`src/hw/rtl/assert_macros.svh`:
```
// Assertion macros shared by the AGC RTL files.
`ifndef ASSERT_MACROS_SVH
`define ASSERT_MACROS_SVH

`ifndef SYNTHESIS

// Clocked property, disabled while reset is asserted.
`define AGC_ASSERT(lbl, clk, rst_n, prop, msg) \
	lbl: assert property (@(posedge clk) disable iff (!rst_n) (prop)) else $error(msg);

// Clocked property, also checked during reset.
`define AGC_ASSERT_ALWAYS(lbl, clk, prop, msg) \
	lbl: assert property (@(posedge clk) (prop)) else $error(msg);

`else

`define AGC_ASSERT(lbl, clk, rst_n, prop, msg)
`define AGC_ASSERT_ALWAYS(lbl, clk, prop, msg)

`endif

`endif

```
`src/hw/rtl/agc_pkg.sv`:
```
// Types and constants shared by the automatic gain control modules.
`timescale 1ns / 1ps

package agc_pkg;

	localparam int SAMPLE_W   = 16;
	localparam int GAIN_W     = 24;
	localparam int GAIN_FRAC  = 16;
	localparam int COEFF_W    = 16;
	localparam int MINGAIN_W  = 17;
	localparam int CFG_DATA_W = 24;
	localparam int CFG_IDX_W  = 3;
	localparam int LEVEL_W    = 17;
	localparam int ERR_W      = 18;
	localparam int PROD_W     = 40;
	localparam int MUL_A_W    = 18;
	localparam int MUL_B_W    = 25;
	localparam int MUL_P_W    = MUL_A_W + MUL_B_W;
	localparam int STEP_W     = 34;

	localparam logic [GAIN_W-1:0]    GAIN_ONE        = 24'd65536;
	localparam logic [15:0]          TARGET_RST      = 16'd32768;
	localparam logic [COEFF_W-1:0]   ATTACK_RST      = 16'd655;
	localparam logic [COEFF_W-1:0]   RELEASE_RST     = 16'd66;
	localparam logic [GAIN_W-1:0]    MAX_GAIN_RST    = 24'd6553600;
	localparam logic [MINGAIN_W-1:0] MIN_GAIN_RST    = 17'd655;
	localparam logic [LEVEL_W-1:0]   LEVEL_FULL      = 17'd65536;
	localparam logic [SAMPLE_W-1:0]  SAMPLE_POS_FULL = 16'h7fff;
	localparam logic [SAMPLE_W-1:0]  SAMPLE_NEG_FULL = 16'h8000;

	typedef enum logic [CFG_IDX_W-1:0] {
		REG_TARGET  = 3'd0,
		REG_ATTACK  = 3'd1,
		REG_RELEASE = 3'd2,
		REG_MAX     = 3'd3,
		REG_MIN     = 3'd4
	} reg_idx_t;

	typedef enum logic [2:0] {
		ST_IDLE,
		ST_MUL_P,
		ST_LEVEL,
		ST_MUL_E,
		ST_UPDATE
	} state_t;

	typedef enum logic {
		MUL_PROD,
		MUL_ERR
	} mul_sel_t;

	typedef struct packed {
		logic [15:0]          target_level;
		logic [COEFF_W-1:0]   attack_coeff;
		logic [COEFF_W-1:0]   release_coeff;
		logic [GAIN_W-1:0]    max_gain;
		logic [MINGAIN_W-1:0] min_gain;
	} cfg_t;

	typedef struct packed {
		logic     load_sample;
		logic     mul_en;
		mul_sel_t mul_sel;
		logic     load_level;
		logic     load_gain;
	} cmd_t;

	typedef struct packed {
		logic out_busy;
	} stat_t;

endpackage

```
`src/hw/rtl/automatic_gain_control.sv`:
```
// Top level of the automatic gain control block.
`timescale 1ns / 1ps

// Automatic gain control: each transfer of a Q1.15 sample yields one result, the sample
// times the current Q8.16 gain, rounded half up and saturated, with a clip flag. The gain
// then moves toward the target level by the attack or release coefficient and is clamped
// to [min_gain, max_gain]; reset sets it to 1.0. One shared 18x25 multiplier forms first
// the product and then the gain step; a new sample is taken only after the product,
// level, error and gain update states, later while a stalled receiver holds the output.
// The user must write registers only while no item is in flight; it is not enforced.
module automatic_gain_control
	import agc_pkg::*;
(
	input  logic                       clk,
	input  logic                       arst_n,
	input  logic                       cfg_we,
	input  logic [CFG_IDX_W-1:0]       cfg_index,
	input  logic [CFG_DATA_W-1:0]      cfg_data,
	input  logic                       in_valid,
	output logic                       in_stall,
	input  logic signed [SAMPLE_W-1:0] in_sample,
	output logic                       out_valid,
	input  logic                       out_stall,
	output logic signed [SAMPLE_W-1:0] out_sample,
	output logic                       clipped
);

	cfg_t  cfg;
	cmd_t  cmd;
	stat_t st;

	agc_cfg u_cfg (
		.clk       (clk),
		.arst_n    (arst_n),
		.cfg_we    (cfg_we),
		.cfg_index (cfg_index),
		.cfg_data  (cfg_data),
		.cfg       (cfg)
	);

	agc_ctrl u_ctrl (
		.clk      (clk),
		.arst_n   (arst_n),
		.in_valid (in_valid),
		.in_stall (in_stall),
		.st       (st),
		.cmd      (cmd)
	);

	agc_dp u_dp (
		.clk        (clk),
		.arst_n     (arst_n),
		.cfg        (cfg),
		.cmd        (cmd),
		.st         (st),
		.in_sample  (in_sample),
		.out_valid  (out_valid),
		.out_stall  (out_stall),
		.out_sample (out_sample),
		.clipped    (clipped)
	);

endmodule

```
`src/hw/rtl/agc_cfg.sv`:
```
// Configuration register file of the automatic gain control.
`timescale 1ns / 1ps

module agc_cfg
	import agc_pkg::*;
(
	input  logic                  clk,
	input  logic                  arst_n,
	input  logic                  cfg_we,
	input  logic [CFG_IDX_W-1:0]  cfg_index,
	input  logic [CFG_DATA_W-1:0] cfg_data,
	output cfg_t                  cfg
);

	cfg_t cfg_q;

	always_ff @(posedge clk or negedge arst_n) begin
		if (!arst_n) begin
			cfg_q.target_level  <= TARGET_RST;
			cfg_q.attack_coeff  <= ATTACK_RST;
			cfg_q.release_coeff <= RELEASE_RST;
			cfg_q.max_gain      <= MAX_GAIN_RST;
			cfg_q.min_gain      <= MIN_GAIN_RST;
		end else if (cfg_we) begin
			case (cfg_index)
				REG_TARGET:  cfg_q.target_level  <= cfg_data[15:0];
				REG_ATTACK:  cfg_q.attack_coeff  <= cfg_data[COEFF_W-1:0];
				REG_RELEASE: cfg_q.release_coeff <= cfg_data[COEFF_W-1:0];
				REG_MAX:     cfg_q.max_gain      <= cfg_data[GAIN_W-1:0];
				REG_MIN:     cfg_q.min_gain      <= cfg_data[MINGAIN_W-1:0];
				default: ;
			endcase
		end
	end

	assign cfg = cfg_q;

endmodule

```
`src/hw/rtl/agc_ctrl.sv`:
```
// Sequencing state machine of the automatic gain control.
`timescale 1ns / 1ps
`include "assert_macros.svh"

module agc_ctrl
	import agc_pkg::*;
(
	input  logic  clk,
	input  logic  arst_n,
	input  logic  in_valid,
	output logic  in_stall,
	input  stat_t st,
	output cmd_t  cmd
);

	state_t state_q;
	state_t state_nxt;

	always_ff @(posedge clk or negedge arst_n) begin
		if (!arst_n) begin
			state_q <= ST_IDLE;
		end else begin
			state_q <= state_nxt;
		end
	end

	always_comb begin
		state_nxt = state_q;
		case (state_q)
			ST_IDLE: begin
				if (in_valid) state_nxt = ST_MUL_P;
			end
			ST_MUL_P:  state_nxt = ST_LEVEL;
			ST_LEVEL: begin
				if (!st.out_busy) state_nxt = ST_MUL_E;
			end
			ST_MUL_E:  state_nxt = ST_UPDATE;
			ST_UPDATE: state_nxt = ST_IDLE;
			default:   state_nxt = ST_IDLE;
		endcase
	end

	always_comb begin
		cmd          = '0;
		cmd.mul_sel  = MUL_PROD;
		in_stall     = 1'b1;
		case (state_q)
			ST_IDLE: begin
				in_stall        = 1'b0;
				cmd.load_sample = in_valid;
			end
			ST_MUL_P: begin
				cmd.mul_en = 1'b1;
			end
			ST_LEVEL: begin
				cmd.load_level = !st.out_busy;
			end
			ST_MUL_E: begin
				cmd.mul_en  = 1'b1;
				cmd.mul_sel = MUL_ERR;
			end
			ST_UPDATE: begin
				cmd.load_gain = 1'b1;
			end
			default: ;
		endcase
	end

	`AGC_ASSERT(a_accept_starts, clk, arst_n, in_valid && !in_stall |=> state_q == ST_MUL_P, "transfer did not start the product multiply")
	`AGC_ASSERT(a_level_waits, clk, arst_n, state_q == ST_LEVEL && st.out_busy |=> state_q == ST_LEVEL, "left level state while output still held")
	`AGC_ASSERT(a_update_follows, clk, arst_n, state_q == ST_MUL_E |=> cmd.load_gain, "gain update did not follow error multiply")

endmodule

```
`src/hw/rtl/agc_dp.sv`:
```
// Datapath of the automatic gain control: shared multiplier, output and gain registers.
`timescale 1ns / 1ps
`include "assert_macros.svh"

module agc_dp
	import agc_pkg::*;
(
	input  logic                       clk,
	input  logic                       arst_n,
	input  cfg_t                       cfg,
	input  cmd_t                       cmd,
	output stat_t                      st,
	input  logic signed [SAMPLE_W-1:0] in_sample,
	output logic                       out_valid,
	input  logic                       out_stall,
	output logic signed [SAMPLE_W-1:0] out_sample,
	output logic                       clipped
);

	logic signed [SAMPLE_W-1:0] sample_q;
	logic [GAIN_W-1:0]          gain_q;
	logic signed [ERR_W-1:0]    err_q;
	logic signed [MUL_P_W-1:0]  mul_q;
	logic signed [SAMPLE_W-1:0] out_sample_q;
	logic                       clipped_q;
	logic                       out_valid_q;

	logic signed [MUL_A_W-1:0]  mul_a;
	logic signed [MUL_B_W-1:0]  mul_b;
	logic [COEFF_W-1:0]         coeff;

	logic signed [PROD_W-1:0]   prod;
	logic signed [PROD_W:0]     rnd_sum;
	logic signed [24:0]         o_full;
	logic signed [SAMPLE_W-1:0] o_sat;
	logic                       o_clip;
	logic [PROD_W-1:0]          mag;
	logic [LEVEL_W-1:0]         level;
	logic signed [ERR_W-1:0]    err_c;

	logic signed [STEP_W:0]     step_sum;
	logic signed [18:0]         delta;
	logic signed [25:0]         g_sum;
	logic signed [25:0]         g_hi;
	logic [GAIN_W-1:0]          gain_nxt;

	// error > 0 selects the attack step
	assign coeff = (!err_q[ERR_W-1] && (err_q != '0)) ? cfg.attack_coeff : cfg.release_coeff;

	always_comb begin
		if (cmd.mul_sel == MUL_ERR) begin
			mul_a = err_q;
			mul_b = $signed({9'd0, coeff});
		end else begin
			mul_a = $signed({{(MUL_A_W-SAMPLE_W){sample_q[SAMPLE_W-1]}}, sample_q});
			mul_b = $signed({1'b0, gain_q});
		end
	end

	// product stage: round half up to Q1.15, saturate, level from truncated magnitude
	always_comb begin
		prod    = mul_q[PROD_W-1:0];
		rnd_sum = {prod[PROD_W-1], prod} + 41'sd32768;
		o_full  = rnd_sum[PROD_W:GAIN_FRAC];
		if (o_full > 25'sd32767) begin
			o_sat  = SAMPLE_POS_FULL;
			o_clip = 1'b1;
		end else if (o_full < -25'sd32768) begin
			o_sat  = SAMPLE_NEG_FULL;
			o_clip = 1'b1;
		end else begin
			o_sat  = o_full[SAMPLE_W-1:0];
			o_clip = 1'b0;
		end
		mag   = prod[PROD_W-1] ? PROD_W'(-prod) : prod;
		level = (mag[PROD_W-1:15] > 25'(LEVEL_FULL)) ? LEVEL_FULL : mag[31:15];
		err_c = $signed({2'b00, cfg.target_level}) - $signed({1'b0, level});
	end

	// gain stage: round the Q0.32 step to Q8.16, add, clamp high then low
	always_comb begin
		step_sum = {mul_q[STEP_W-1], mul_q[STEP_W-1:0]} + 35'sd32768;
		delta    = step_sum[STEP_W:GAIN_FRAC];
		g_sum    = $signed({2'b00, gain_q}) + {{7{delta[18]}}, delta};
		g_hi     = (g_sum > $signed({2'b00, cfg.max_gain})) ? $signed({2'b00, cfg.max_gain})
		                                                    : g_sum;
		gain_nxt = (g_hi < $signed({9'd0, cfg.min_gain})) ? {7'd0, cfg.min_gain}
		                                                 : g_hi[GAIN_W-1:0];
	end

	always_ff @(posedge clk) begin
		if (cmd.load_sample) sample_q <= in_sample;
		if (cmd.mul_en) mul_q <= mul_a * mul_b;
		if (cmd.load_level) begin
			err_q        <= err_c;
			out_sample_q <= o_sat;
			clipped_q    <= o_clip;
		end
	end

	always_ff @(posedge clk or negedge arst_n) begin
		if (!arst_n) begin
			gain_q      <= GAIN_ONE;
			out_valid_q <= 1'b0;
		end else begin
			if (cmd.load_gain) gain_q <= gain_nxt;
			if (cmd.load_level) begin
				out_valid_q <= 1'b1;
			end else if (!out_stall) begin
				out_valid_q <= 1'b0;
			end
		end
	end

	assign st.out_busy = out_valid_q && out_stall;
	assign out_valid   = out_valid_q;
	assign out_sample  = out_sample_q;
	assign clipped     = clipped_q;

	`AGC_ASSERT(a_gain_bounded, clk, arst_n, cmd.load_gain |=> (gain_q <= $past(cfg.max_gain)) || (gain_q == 24'($past(cfg.min_gain))), "gain left its bounds")
	`AGC_ASSERT(a_result_shown, clk, arst_n, cmd.load_level |=> out_valid_q, "result not presented")
	`AGC_ASSERT(a_clip_value, clk, arst_n, out_valid_q && clipped_q |-> (out_sample_q == SAMPLE_POS_FULL) || (out_sample_q == SAMPLE_NEG_FULL), "clipped result not at full scale")
	`AGC_ASSERT_ALWAYS(a_no_overwrite, clk, !(cmd.load_level && st.out_busy), "held result overwritten")

endmodule
```
`config.mk`:
```
export PLATFORM = sky130hd
export DESIGN_NAME = automatic_gain_control
export DESIGN_NICKNAME = d
export VERILOG_FILES = /design/src/hw/rtl/agc_pkg.sv /design/src/hw/rtl/automatic_gain_control.sv /design/src/hw/rtl/agc_cfg.sv /design/src/hw/rtl/agc_ctrl.sv /design/src/hw/rtl/agc_dp.sv
export VERILOG_INCLUDE_DIRS = /design/src /design/src/hw/rtl
export SDC_FILE = /design/constraint.sdc
export NUM_CORES = 2
export LEC_CHECK = 0
export ABC_AREA = 1
export BUFFER_PORTS_ARGS = -buffer_cell sky130_fd_sc_hd__buf_4
export CAP_MARGIN = 20
export CELL_PAD_IN_SITES_DETAIL_PLACEMENT = 1
export CELL_PAD_IN_SITES_GLOBAL_PLACEMENT = 1
export CORE_AREA = 2 2 319 290
export CTS_CLUSTER_SIZE = 30
export DETAILED_ROUTE_END_ITERATION = 10
export DIE_AREA = 0 0 321 292
export GPL_ROUTABILITY_DRIVEN = 0
export GPL_TIMING_DRIVEN = 0
export PLACE_DENSITY = 0.64
export SLEW_MARGIN = 20
export SYNTH_ARGS = -nofsm -noshare
export SYNTH_HDL_FRONTEND = slang
export SYNTH_HIERARCHICAL = 1
export SYNTH_SLANG_ARGS = --single-unit
```
`constraint.sdc`:
```
create_clock -name clk -period 9.7 [get_ports clk]
set_input_delay 1.455 -clock clk [delete_from_list [all_inputs] [get_ports clk]]
set_output_delay 1.455 -clock clk [all_outputs]
set_load 0.02 [all_outputs]
```
; ---- Word-level counts from Yosys, hierarchy flattened
; Index checks and enable logic that the tools add are counted.
[word_totals]
in_bits = 48
out_inout_bits = 19
regBits = 208
word_cells = 69
[op_classes]
n_eq_ne = 11
addsub = 5
reduce_logical = 14
mul = 1
mux = 20
magnitude_cmp = 5
[op_table]
columns = cell, n
row1 = $mux 24, 2
row2 = $add 40x17->41 const B, 1
row3 = $mul 18x25->40, 1
row4 = $mux 40, 1
row5 = $neg 40->40, 1
row6 = $add 34x17->35 const B, 1
row7 = $mux 16, 2
row8 = $add 25x19->26, 1
row9 = $gt 26x25->1, 1
row10 = $lt 26x18->1, 1
row11 = $mux 26, 1
row12 = $gt 25x16->1 const B, 1
row13 = $gt 25x17->1 const B, 1
row14 = $lt 25x16->1 const B, 1
row15 = $mux 18, 1
row16 = $reduce_bool 18->1, 1
row17 = $sub 16x17->18, 1
row18 = $mux 17, 1
row19 = $eq 3x2->1 const B, 4
row20 = $pmux 3 s4, 1
row21 = $reduce_and 2->1, 6
row22 = $mux 1, 9
row23 = $eq 3x1->1 const B, 2
row24 = $eq 3x3->1 const B, 2
row25 = 7 further kinds, 12

; ---- Depth between registers and ports, before layout
[depth]
word_depth = 6
ltp_mapped = 47

; ---- Cells and area by module
; Netlist, hierarchy kept.
[by_module_without_submodules]
columns = mod, cells_per_inst, n_inst, area_per_inst_um2
row1 = agc_dp, 2900, 1, 23117.2
row2 = agc_cfg, 394, 1, 3614.7
row3 = agc_ctrl, 20, 1, 162.7

; ---- Worst setup path after synthesis
; No wires, ideal clock.
[synth_path]
path_kind = reg-to-reg
start = register u_ctrl.state_q[2]
end = register u_dp.mul_q[34] (data pin)
t_required_ps = 9435
setup_ps = 265
t_arrival_ps = 7507
synth_period_minus_slack_ps = 7772
setup_slack_ps = 1928
n_path_buf = 2
path_stages_with_launch = 35
path_cell_list = dfrtp_1 -> inv_1 -> nand2_2 -> nor2_1 -> clkbuf_1 -> inv_1 -> clkbuf_1 -> or2_2 -> o21ai_1 -> inv_1 -> nand2_1 -> fa_1 -> fa_1 -> inv_1 -> fa_1 -> inv_1 -> fa_1 -> inv_1 -> fa_1 -> inv_1 -> fa_1 -> inv_1 -> ha_1 -> a21oi_1 -> o21ai_0 -> o21bai_1 -> a21boi_0 -> o21ai_0 -> a21oi_1 -> o21bai_1 -> a21boi_0 -> o21ai_0 -> a21oi_1 -> o21ai_0 -> xor2_1
[synth_lines]
columns = element, line_no
row1 = start: declaration, agc_ctrl.sv:16  ; state_t state_q;
row2 = start signal: assignment, agc_ctrl.sv:23  ; state_q <= state_nxt;
row3 = end signal: assignment, agc_dp.sv:93  ; if (cmd.mul_en) mul_q <= mul_a * mul_b;
row4 = end: declaration, agc_dp.sv:23  ; logic signed [MUL_P_W-1:0] mul_q;

==> metrics <==
hold_sp u_cfg/cfg[64]; CP Max Fanout 10; crit path launch type flip-flop; RSZ-0062 raised after global routing yes; I/O pins 67; CP max stage delay 0.55 ns; Fin. Hold Viols 0; Final Skew 0.0449 ns; Final ANT Viol Nets 0; slew margin rel. 29.7%; Post-synth EDFFs 91; 1st-pass router iterations 5; DR vias 21845; initial antenna violation count 1; commonest cells after routing, fill and taps aside 814 x nand2_1, 681 x inv_1, 354 x fa_1; met3 Track Usage GR 3.23%; pin count of the biggest net entering global routing 82; Worst-Margin Slew 1.05 ns; synthesized cell area 26900 um2; Synth top area share 26.4%; # DRC 0; worst setup path class flip-flop to flip-flop; outcome finished, final reports clean; CTS sink cnt 208; Die Height 292 um; WP data required 10.03 ns; Initial Utilization 29.8%; Worst EP arrival 9.79 ns; post-DP HPWL 76700 um; routing usage on met2 31.7%; post-synth top area cell fa_1; Starting DRT DRC Count 1322; Distinct cells, synth 59; Syn Nets 3929; most used cell, CP inv_1; Final setup viols 0; Avg Inst Size Synth 8.12 um2; Root Buffer clkbuf_16; CTS tree built; WL final 91500 um; Core Footprint 90400 um2; period utilisation layout 97.5%; register area share after synthesis 21.1%; crit path capture type flip-flop; # Post-CTS Setup Buffers 0; NumNets Final 4027; M1 GR Usage 28.0%; Max Clk Rate 0.106 GHz; remaining global-route overflow 0; routed len/inst 19.8 um; Main synth FF type dfrtp_1; Max clock buf depth 3; ant diodes 0; register bit count reported by yosys 208; YS warnings 6; max-slew violation count 0; Hold WC Path Type flip-flop to flip-flop; All-Layer GR Usage 19.8%; Post-Synthesis Cells 3314; Inserted Clock Buffers 28; number of global-route vias before repair 23339; gr busiest metal met2; clk_lat worst skew 0.58 ns; number of H-tree levels 1; max cap viols 0; Critical-path top delay cell fa_1; number of port buffers 66; top area cells in the synthesized netlist fa_1 26%, nand2_1 11%, edfxtp_1 10%, ha_1 9.9%, inv_1 9.5%; row count 105; share of cells above drive strength 1 9.17%; Setup crit start u_ctrl/state_q[2]; die area 93700 um2; Area Overhead vs Synth 11.3%; vias per cell 4.74; first-pass GRT wire length 141000 um; Post-synth ARST share 56.3%; reg-to-reg startpoint u_ctrl/state_q[2]; Die X 321 um; clock-pin slew on the worst setup and hold paths 0.06 ns; Tmin final 9.46 ns; most common cell after layout, fill and taps aside nand2_1; WHS 0.462 ns
[worst paths after layout]
| check | slack (ns) | endpoint | depth (start not counted) |
|---|---|---|---|
| worst max-delay path | 0.24 | u_dp/mul_q[34] | 34 |
| worst min register to register | 0.46 | u_cfg/cfg[64] | 2 |
| min in group asynchronous | 0.73 | u_ctrl/state_q[2] | 1 |
| worst max register to register | 0.24 | u_dp/mul_q[34] | 34 |
| worst min-delay path | 0.46 | u_cfg/cfg[64] | 2 |
| max in group asynchronous | 8.14 | u_cfg/cfg[59] | 2 |
[cell type report]
| type | instances | area [um2] |
|---|---|---|
| Fill cell | 10920 | 60400 |
| Multi-Input combinational cell | 2313 | 18200 |
| Sequential cell | 208 | 5680 |
| Inverter | 708 | 2670 |
| Tap cell | 1177 | 1470 |
| Clock buffer | 36 | 752 |
| Timing Repair Buffer | 70 | 578 |
| Buffer | 83 | 442 |
| Clock inverter | 16 | 176 |
[what timing repair did]
action / CTS / global route
hold buffers: 0 / 0
resized for setup: 17 / 22
setup endpoints to repair: 13 / 7
[worst max-delay path, delay by kind of cell (launching register included)]
family	cells	cell delay, ns
adders and majority gates	7	3.38
xor gates and xnor gates	1	0.16
and+or+nand+nor	4	0.98
DFF	1	0.41
AOI/OAI and AO/OA	12	2.53
buffers and inverters	10	1.76
[logic make-up after synthesis]
| kind of cell | after synthesis | share of synthesized area (%) |
|---|---|---|
| buffers and inverters | 793 | 11.5 |
| AO/OA/AOI/OAI | 235 | 4.95 |
| XOR/XNOR | 117 | 3.81 |
| adder cells (fa/ha/maj) | 567 | 36.3 |
| flip-flops | 208 | 21.1 |
| AND/OR/NAND/NOR | 1394 | 22.3 |
[registers in the layout, summed over array words and instances (netlist names)]
name             count
u_dp/err_q          18
u_dp/sample_q       16
u_dp/out_sample     16
u_dp/gain_q         24
u_dp/out_valid       1
u_ctrl/state_q       3
u_dp/clipped         1
u_dp/mul_q          40
u_cfg/cfg           89
[cell usage after synthesis (5+ instances only)]
library cell and count:
a211oi_1 7, a21oi_1 99, a31oi_1 7, and2_1 6
buf_1 6, buf_2 16, buf_6 9, clkbuf_1 49
clkinv_1 9, dfrtp_1 98, dfstp_2 19, edfxtp_1 91
fa_1 354, ha_1 213, inv_1 684, inv_2 13
nand2_1 819, nand2_2 20, nand2_4 5, nand3_1 132
nand3_2 20, nand3b_1 5, nand4_1 24, nor2_1 274
nor2_2 8, nor2_4 9, nor3_1 22, nor4_1 11
o21ai_0 68, o21ai_1 11, o21bai_1 13, or2_2 31
xnor2_1 29, xor2_1 88
[through the flow]
step	std cells	area [um2]	util [%]	setup slack [ns]	setup TNS [ns]
5_1_grt	4611	29900	33.1	-0.0721	-0.0721
4_1_cts	4612	29900	33.1	0.00652	0
3_5_place_dp	4561	28900	32.0	-0.883	-4.02
3_3_place_gp	4557	28900	31.9	-0.730	-2.92
2_1_floorplan	3314	26900	-	1.93	0
6_report	4611	29900	33.1	0.241	0
[per-layer routing]
layer,part of all wire (%),wire length [um]
met5,0,0
met3,5.6,5100
met4,2.6,2390
met2,45,41500
met1,46,42500
Power is left out: the tool's default activity adds up to more than one toggle a clock period on the data nets, which glitch-free logic cannot reach.
